`src/design/i2crm_pkg.sv`:
```
// Shared types, constants and helpers for the I2C target register map.
`default_nettype none

package i2crm_pkg;

  // Register map geometry
  localparam int NUM_REGS        = 19;
  localparam int RW_FIRST        = 2;
  localparam int RW_LAST         = 18;
  localparam int WRITE_BUF_BYTES = 32;
  localparam int VERSION_VALUE   = 1;

  localparam logic [7:0] BOARD_ID_VALUE = 8'h10;
  localparam int         ID_SLOT        = 0;
  localparam int         VERSION_SLOT   = 1;

  localparam int PTR_W = 5;
  localparam int IDX_W = $clog2(NUM_REGS);
  localparam int CNT_W = $clog2(WRITE_BUF_BYTES + 1);

  // Bus and host event codes
  typedef enum logic [2:0] {
    CMD_START    = 3'd0,
    CMD_WR_BYTE  = 3'd1,
    CMD_RD_BYTE  = 3'd2,
    CMD_STOP     = 3'd3,
    CMD_HOST_SET = 3'd4,
    CMD_HOST_GET = 3'd5
  } cmd_e;

  typedef struct packed {
    logic [2:0]       cmd;
    logic [7:0]       data;
    logic [PTR_W-1:0] host_index;
  } item_t;

  typedef struct packed {
    logic [7:0] read_data;
    logic       value_changed;
  } result_t;

  // Registered event handed from the capture stage to the map core
  typedef struct packed {
    logic  valid;
    item_t item;
  } stage_t;

  function automatic logic [7:0] bank_reset_value(input int slot);
    logic [7:0] val;
    val = 8'h00;
    if (slot == ID_SLOT) begin
      val = BOARD_ID_VALUE;
    end else if (slot == VERSION_SLOT) begin
      val = 8'(VERSION_VALUE);
    end
    return val;
  endfunction

endpackage

`default_nettype wire

```
`src/design/i2crm_in_stage.sv`:
```
// Capture register for incoming bus and host events.
`default_nettype none

module i2crm_in_stage (
  input  wire logic            clk_i,
  input  wire logic            rst_ni,
  input  wire logic            take_i,
  input  wire i2crm_pkg::item_t item_i,
  output i2crm_pkg::stage_t    stage_o
);
  import i2crm_pkg::*;

  logic  valid_q;
  item_t item_q;

  always_ff @(posedge clk_i or negedge rst_ni) begin
    if (!rst_ni) begin
      valid_q <= 1'b0;
    end else begin
      valid_q <= take_i;
    end
  end

  // payload: hold only on an accepted beat
  always_ff @(posedge clk_i) begin
    if (take_i) begin
      item_q <= item_i;
    end
  end

  assign stage_o.valid = valid_q;
  assign stage_o.item  = item_q;

endmodule

`default_nettype wire

```
`src/design/i2crm_core.sv`:
```
// Register bank, pointer, write counter and result register.
`default_nettype none

module i2crm_core (
  input  wire logic              clk_i,
  input  wire logic              rst_ni,
  input  wire i2crm_pkg::stage_t stage_i,
  output logic                   done_o,
  output i2crm_pkg::result_t     result_o
);
  import i2crm_pkg::*;

  logic [7:0]       bank_q [NUM_REGS];
  logic [PTR_W-1:0] ptr_q, ptr_d;
  logic [CNT_W-1:0] cnt_q, cnt_d;
  logic             done_q;
  result_t          result_q, result_d;

  logic [PTR_W-1:0] rd_sel;
  logic             rd_ok;
  logic [7:0]       rd_val;
  logic [PTR_W:0]   ptr_inc;
  logic [PTR_W-1:0] ptr_next;
  logic             in_window;
  logic             wr_en;
  logic [IDX_W-1:0] wr_idx;
  logic [7:0]       wr_val;
  item_t            it;

  assign it = stage_i.item;

  // one read address: host index for a get, else the pointer
  assign rd_sel = (it.cmd == CMD_HOST_GET) ? it.host_index : ptr_q;
  assign rd_ok  = ({1'b0, rd_sel} < (PTR_W+1)'(NUM_REGS));
  assign rd_val = rd_ok ? bank_q[rd_sel[IDX_W-1:0]] : 8'h00;

  assign ptr_inc  = {1'b0, ptr_q} + (PTR_W+1)'(1);
  assign ptr_next = (ptr_inc >= (PTR_W+1)'(NUM_REGS)) ? '0 : ptr_inc[PTR_W-1:0];

  assign in_window = (ptr_q >= PTR_W'(RW_FIRST)) && (ptr_q <= PTR_W'(RW_LAST))
                     && ({1'b0, ptr_q} < (PTR_W+1)'(NUM_REGS));

  always_comb begin
    ptr_d    = ptr_q;
    cnt_d    = cnt_q;
    wr_en    = 1'b0;
    wr_idx   = ptr_q[IDX_W-1:0];
    wr_val   = it.data;
    result_d = '0;
    case (it.cmd)
      CMD_START, CMD_STOP: begin
        cnt_d = '0;
      end
      CMD_WR_BYTE: begin
        if (cnt_q < CNT_W'(WRITE_BUF_BYTES)) begin
          if (cnt_q == '0) begin
            // first byte loads the pointer
            ptr_d = (it.data >= 8'(NUM_REGS)) ? '0 : it.data[PTR_W-1:0];
          end else begin
            if (in_window && (rd_val != it.data)) begin
              wr_en                  = 1'b1;
              result_d.value_changed = 1'b1;
            end
            ptr_d = ptr_next;
          end
          cnt_d = cnt_q + CNT_W'(1);
        end
      end
      CMD_RD_BYTE: begin
        result_d.read_data = rd_val;
        ptr_d              = ptr_next;
      end
      CMD_HOST_SET: begin
        wr_idx = it.host_index[IDX_W-1:0];
        if ((it.host_index > PTR_W'(VERSION_SLOT))
            && ({1'b0, it.host_index} < (PTR_W+1)'(NUM_REGS))) begin
          wr_en = 1'b1;
        end
      end
      CMD_HOST_GET: begin
        result_d.read_data = rd_val;
      end
      default: begin
      end
    endcase
  end

  always_ff @(posedge clk_i or negedge rst_ni) begin
    if (!rst_ni) begin
      ptr_q  <= '0;
      cnt_q  <= '0;
      done_q <= 1'b0;
      for (int i = 0; i < NUM_REGS; i++) begin
        bank_q[i] <= bank_reset_value(i);
      end
    end else begin
      done_q <= stage_i.valid;
      if (stage_i.valid) begin
        ptr_q <= ptr_d;
        cnt_q <= cnt_d;
        if (wr_en) begin
          bank_q[wr_idx] <= wr_val;
        end
      end
    end
  end

  always_ff @(posedge clk_i) begin
    if (stage_i.valid) begin
      result_q <= result_d;
    end
  end

  assign done_o   = done_q;
  assign result_o = result_q;

endmodule

`default_nettype wire

```
`src/design/i2c_target_register_map_unit.sv`:
```
// Top level of the I2C target register map: capture stage, map core and checks.
// Path: a taken beat is registered in the capture stage and then in the core, whose
//   result register shows its result with done_o high.
// Throughput: one event per cycle; busy_o is tied low and never rises.
// Reset: rst_ni clears the pointer, the write counter and the strobe, and loads the
//   bank with zeros, the board ID in slot 0 and the version in slot 1.
// The receiver cannot stall: each result is shown for exactly one cycle.
`default_nettype none

module i2c_target_register_map_unit (
  input  wire logic             clk_i,
  input  wire logic             rst_ni,
  input  wire logic             start_i,
  input  wire i2crm_pkg::item_t item_i,
  output logic                  busy_o,
  output logic                  done_o,
  output i2crm_pkg::result_t    result_o
);
  import i2crm_pkg::*;

  stage_t stage;
  logic   take;

  // The core never stalls, so never hold off the sender.
  assign busy_o = 1'b0;
  assign take   = start_i && !busy_o;

  // Capture the event beat.
  i2crm_in_stage u_in_stage (
    .clk_i   (clk_i),
    .rst_ni  (rst_ni),
    .take_i  (take),
    .item_i  (item_i),
    .stage_o (stage)
  );

  // Update bank, pointer and counter; register the result beat.
  i2crm_core u_core (
    .clk_i    (clk_i),
    .rst_ni   (rst_ni),
    .stage_i  (stage),
    .done_o   (done_o),
    .result_o (result_o)
  );

  // Every accepted beat yields a result strobe once it has passed both registers.
  a_accept_to_done: assert property (@(posedge clk_i) disable iff (!rst_ni)
    take |=> ##1 done_o)
    else $error("accepted beat produced no result strobe");

  // No strobe without a matching accepted beat.
  a_done_from_accept: assert property (@(posedge clk_i) disable iff (!rst_ni)
    done_o |-> $past(take, 2))
    else $error("result strobe without an accepted beat");

  // Only a bus write byte may flag a change.
  a_changed_from_write: assert property (@(posedge clk_i) disable iff (!rst_ni)
    (done_o && result_o.value_changed) |-> ($past(item_i.cmd, 2) == CMD_WR_BYTE))
    else $error("value_changed set for an event other than a bus write");

  // Read data is zero except for bus reads and host gets.
  a_read_data_source: assert property (@(posedge clk_i) disable iff (!rst_ni)
    (done_o && (result_o.read_data != 8'h00)) |->
      (($past(item_i.cmd, 2) == CMD_RD_BYTE) || ($past(item_i.cmd, 2) == CMD_HOST_GET)))
    else $error("read data returned for a non-read event");

endmodule

`default_nettype wire
```
`config.mk`:
```
export PLATFORM = sky130hd
export DESIGN_NAME = i2c_target_register_map_unit
export DESIGN_NICKNAME = d
export VERILOG_FILES = /design/src/design/i2crm_pkg.sv /design/src/design/i2crm_in_stage.sv /design/src/design/i2crm_core.sv /design/src/design/i2c_target_register_map_unit.sv
export SDC_FILE = /design/constraint.sdc
export NUM_CORES = 1
export LEC_CHECK = 0
export BUFFER_PORTS_ARGS = -buffer_cell sky130_fd_sc_hd__buf_2
export CAP_MARGIN = 20
export CELL_PAD_IN_SITES_DETAIL_PLACEMENT = 2
export CELL_PAD_IN_SITES_GLOBAL_PLACEMENT = 2
export CORE_UTILIZATION = 44
export DETAILED_ROUTE_END_ITERATION = 7
export PLACE_DENSITY = 0.88
export SETUP_SLACK_MARGIN = 0.05
export SLEW_MARGIN = 10
export SYNTH_ARGS = -nofsm -noshare
export SYNTH_HDL_FRONTEND = slang
export SYNTH_HIERARCHICAL = 1
export SYNTH_SLANG_ARGS = --single-unit
```
`constraint.sdc`:
```
create_clock -name clk_i -period 5 [get_ports clk_i]
set_input_delay 0.25 -clock clk_i [delete_from_list [all_inputs] [get_ports clk_i]]
set_output_delay 0.25 -clock clk_i [all_outputs]
set_load 0.01 [all_outputs]
```
* Yosys cells after proc, flatten, opt, wreduce, memory -nomap -nowiden
Cells that the tools add are included.
Word-level totals: flip-flop bits (word level) 190, input port bits 19, output and inout port bits 11, logic and storage cells 86
Operators by class: $add $sub $neg 2, $lt $le $gt $ge 12, equality and inequality tests 7, multiplexer cells 21, bitwise logic cells 2, reductions and logical operators 14
Operators with widths (number):
- $bwmux W152 | 1
- $bmux W8 S5 | 1
- $demux W8 S5 | 1
- $mux W8 | 4
- $mux W5 | 6
- $lt A5 B5 Y1 const B | 3
- $ge A6 B6 Y1 const B | 2
- $not A5 Y6 | 2
- $pmux W6 S2 | 1
- $pmux W5 S2 | 1
- $ge A8 B5 Y1 const B | 1
- $ne A8 B8 Y1 | 1
- $add A5 B1 Y6 const B | 1
- $add A6 B1 Y6 const B | 1
- $eq A3 B2 Y1 const B | 2
- $eq A3 B3 Y1 const B | 2
- $ge A6 B5 Y1 const B | 1
- $logic_not A6 Y1 | 1
- $lt A6 B1 Y1 const B | 1
- $lt A6 B6 Y1 const B | 1
- $mux W6 | 1
- $reduce_and A3 Y1 | 2
- $ge A5 B2 Y1 const B | 1
- $gt A5 B1 Y1 const B | 1
- other kinds (10) | 19

* Logic depth before layout (Yosys ltp)
word-level depth 14, gate-level depth with buffers 16

* Cells and area by module
The synthesis kept the hierarchy.
By module, submodules not included:
- i2crm_core | instances 1, cells each 882, area an instance 10072.2 µm²
- i2crm_in_stage | instances 1, cells each 18, area an instance 513.0 µm²
- i2c_target_register_map_unit | instances 1, cells each 2, area an instance 11.3 µm²

* Worst setup path before layout
OpenSTA, ideal clock, no wires.
path kind register -> register, from register u_in_stage.item_q (netlist bit u_in_stage/stage_o[14]), to register u_core/bank_q[49] (netlist bit), arrival 3.602 ns, setup slack 1.270 ns, cell stages (with the launch flop) 14, buffers on the path 3, cell sequence edfxtp_1 and4b_4 a21o_1 buf_2 mux4_2 a211o_1 a22oi_2 mux2i_1 a311o_1 nor4_4 buf_4 o21a_1 buf_4 mux2_1
On the way: word-level cells in the longest chain between the ends 14, elaborated cells between the ends (all ways) 25, classes of those cells order compare (3); eq/ne (4); mux (13); bitwise (2); reduce/logical (3)
Ends and longest elaborated chain:
- from (decl) | line i2crm_in_stage.sv:14 | item_t item_q;
- from (signal assigned) | line i2crm_in_stage.sv:27 | item_q <= item_i;
- $eq A3 B3 Y1 | line i2crm_core.sv:33 | assign rd_sel = (it.cmd == CMD_HOST_GET) ? it.host_index : ptr_q;
- $mux W5 | line i2crm_core.sv:33
- $not A5 Y6 (not written as such) | line i2crm_core.sv:35 | assign rd_val = rd_ok ? bank_q[rd_sel[IDX_W-1:0]] : 8'h00;
- $bmux W8 S5 | line i2crm_core.sv:35
- $mux W8 (not written as such) (2 in series) | line i2crm_core.sv:35
- $mux W8 | line i2crm_core.sv:35
- $ne A8 B8 Y1 | line i2crm_core.sv:60 | if (in_window && (rd_val != it.data)) begin
- $logic_and A1 B1 Y1 | line i2crm_core.sv:60
- $mux W1 | line i2crm_core.sv:60
- $mux W1 | line i2crm_core.sv:56 | if (cnt_q == '0) begin
- $mux W1 | line i2crm_core.sv:55 | if (cnt_q < CNT_W'(WRITE_BUF_BYTES)) begin
- $pmux W1 S2 | line i2crm_core.sv:50 | case (it.cmd)
- $reduce_and A2 Y1 (no source line)
- to (signal, indexed assignment) | line i2crm_core.sv:94 | bank_q[i] <= bank_reset_value(i);
- to (signal, indexed assignment) | line i2crm_core.sv:102 | bank_q[wr_idx] <= wr_val;
- to (decl) | line i2crm_core.sv:13 | logic [7:0] bank_q [NUM_REGS];
Several ways; a longest one is shown, not always the timed one. The select of a mux whose other input is x is not followed. A chain may end at the register's enable or synchronous reset.

* Worst setup path after layout
from register u_in_stage.item_q (netlist bit u_in_stage/stage_o[13]), to register u_core/bank_q[51] (netlist bit)
Same word-level chain as after synthesis.

==> flow_summary.json <==
{
  "outcome": "finished clean",
  "place_congestion": 0.873,
  "place_ws_ns": 0.231,
  "netlist.area_leader.share_pct": 38.5,
  "nFillCells": 2311,
  "yosysMostFrequentCell": "dfrtp_1",
  "cpMaxStageDelayCell": "and3b_1",
  "fin_ws_ns": 0.0495,
  "ant_nets": 0,
  "clock.fmax_ghz": 0.202,
  "clk_pin_slew_worst_paths_ns": 0.08,
  "synth-edff-count": 25,
  "fin_hold_ws_ns": 0.0211,
  "ys_top_cells_by_count": "dfrtp_1 (163), mux2_2 (99), nand2_1 (65)",
  "crit_arrival_ns": 5.25,
  "ir_drop_mv": 0.164,
  "total_power_mw": 4.79,
  "yosysTopAreaCell": "dfrtp_1",
  "grt-ovfl-total": 0,
  "rows": 56,
  "initial_core_util_pct": 45.0,
  "layout_worst_path_cycle_share_pct": 99.0,
  "synthTopCellsByArea": "dfrtp_1 (38%), mux2_2 (11%), edfxtp_1 (7.1%), mux2_1 (6.6%), mux4_2 (5.1%)",
  "cts_tree": "yes",
  "grt_pass1_vias": 10077,
  "post-route-min-period_ns": 4.95,
  "tns_ns": 0,
  "final-setup-viol-count": 0,
  "power.density_nw_per_um2": 400,
  "cap_viol_max_count": 0,
  "root_buffer": "clkbuf_16",
  "hp-class": "primary input to flip-flop",
  "syn_inst": 902,
  "routed_wl_mm": 45.7,
  "yosysWarnings": 6,
  "vias": 8902,
  "hold_violations": 0,
  "cts_inserted_buffers": 17,
  "netlist-cell-type-count": 72,
  "yosys_register_bits": 190,
  "synthFlopType": "dfrtp_1",
  "insertion_delay_ns": 0.46,
  "rsz0062_at_grt": "no",
  "leakagePower_nw": 5.35,
  "dieArea_um2": 24700,
  "io_buffers": 28,
  "netlist_area_um2": 10600,
  "drt_iter0_drc": 843,
  "grt_max_degree": 85,
  "crit_path_cell_trace": "and3b_1, buf_4, a2111oi_0, a31oi_1, a31oi_1, nor4_1, a211oi_1, a2111oi_2, buf_4, o22a_1, o21a_1, mux2_1",
  "wl_per_cell_um": 35.7,
  "dp_hpwl_mm": 28.3,
  "slew_viol_final": 0,
  "cp.required_ns": 5.30,
  "fin_nets": 972,
  "io_pins": 30,
  "grt_usage_pct": 38.6,
  "max_slew_margin_pct": 19.2,
  "numClockSinks": 190,
  "max_stage_delay_ns": 0.77,
  "drt_first_pass_iters": 7,
  "crit_path_end_kind": "flip-flop",
  "die_h_um": 157,
  "antenna_found_initial": 3,
  "path_class": "flip-flop to flip-flop",
  "async_flop_share_pct": 86.8,
  "fp.coreArea_um2": 23500,
  "crit_path_start_kind": "flip-flop",
  "critPathMaxFanout": 20,
  "synth-seq-area-share_pct": 46.1,
  "syn_avg_cell_area_um2": 11.7,
  "syn-num-nets": 926,
  "die_x_um": 157,
  "vias_per_cell": 6.95,
  "tightest_slew_ns": 1.20,
  "drive_gt1_share_pct": 27.5,
  "clockBufferDepth": 2,
  "drcViolationCount": 0,
  "area_growth_pct": 13.2,
  "skew_ns": 0.0139,
  "grt_pass1_wl_mm": 67.3,
  "htree_num_levels": 4
}
## worst paths after layout
path | start | to | slack [ns] | cells past startpoint
min in group asynchronous | rst_ni | u_core/cnt_q[3] | 0.40 | 2
max | u_in_stage/stage_o[13] | u_core/bank_q[51] | 0.05 | 12
min reg2reg | u_core/bank_q[26] | u_core/bank_q[26] | 0.50 | 1
max reg2reg | u_in_stage/stage_o[13] | u_core/bank_q[51] | 0.05 | 12
min | item_i[15] | u_in_stage/stage_o[15] | 0.02 | 1
max in group asynchronous | rst_ni | u_core/bank_q[43] | 3.24 | 3
## final cells by class
cell class	instances	area, um2	area share [%]
clock buffers	17	425	3.55
repair buffers	96	714	5.96
well taps	319	399	3.33
clock inverters	15	153	1.27
flip-flops and latches	190	4880	40.7
multi-input cells	631	5370	44.8
diodes	1	2.50	0.0209
inverters	12	45.0	0.376
## repair_timing
item,in CTS,in global routing
hold buffers,13,0
endpoints found under the hold margin,92,0
setup buffers,0,2
setup endpoints to repair,0,13
resized for setup,0,3
## kinds of logic (layout without fill, tap and decap cells)
group / after synthesis / after routing / synth area share [%]
AOI/OAI and AO/OA: 179 / 179 / 12.3
xor gates and xnor gates: 2 / 2 / 0.165
adders and majority gates: 5 / 5 / 0.590
buffers and inverters: 81 / 140 / 3.53
DFF: 190 / 190 / 46.1
muxes: 238 / 238 / 27.2
other: 1 / 2 / 0.0354
and+or+nand+nor: 206 / 206 / 10.1
## power by group
group / leakage (nW) / internal, mW / switching, mW
clock: 0.285 / 0.706 / 0.704
combinational: 2.54 / 0.517 / 1.01
sequential: 2.53 / 1.69 / 0.170
total: 5.35 / 2.91 / 1.88
## registers in the layout (all words and copies together) (netlist names)
signal,cells
u_core/bank_q,152
u_in_stage/stage_o,16
u_core/result_o,9
u_core/cnt_q,6
u_core/ptr_q,5
u_core/done_o,1
u_in_stage/valid_q,1
## critical path, delay by kind of cell (launching register included)
family | cells | cell delay (ns)
compound gates | 7 | 1.86
buf+inv | 2 | 0.67
flops | 1 | 0.61
mux | 1 | 0.47
simple gates | 2 | 1.19
## metal layers
layer	part of all wire, %	track usage, %
met5	0	0
met4	7.5	29.0
met3	7.9	11.2
met2	48	63.1
met1	37	42.7
## per-stage QoR
stage / instance area (um2) / instances / utilization, %
floorplan: 10600 / 902 / -
global placement: 11200 / 1233 / 47.8
detailed placement: 11200 / 1233 / 47.8
CTS: 12000 / 1278 / 50.8
global route: 12000 / 1280 / 50.9
finish: 12000 / 1281 / 51.0
## cell usage in the layout (no fill, tap or decap), types with 3 or more instances in the layout
cell type,count
nor3b_1,3
inv_8,4
nand3_1,41
a21oi_1,36
clkinv_4,6
nor4_1,8
o22a_1,17
a311oi_1,3
buf_2,27
mux2_1,62
a22oi_1,3
buf_4,53
o21ai_4,7
a31oi_1,15
mux2i_1,53
a2111oi_0,5
dlygate4sd3_1,13
or3_1,5
clkbuf_16,17
nor2b_1,11
edfxtp_1,25
nand3b_1,3
a211o_1,3
a211oi_1,13
dfrtp_1,162
o21a_1,12
nand2_1,65
o21ai_0,31
ha_1,5
mux4_2,24
o22ai_1,5
nor2_1,20
nand4_1,5
nor3_1,16
nand2b_1,13
inv_1,12
a21o_1,3
mux2_2,99
No activity file was read; power rests on OpenSTA's default activity.
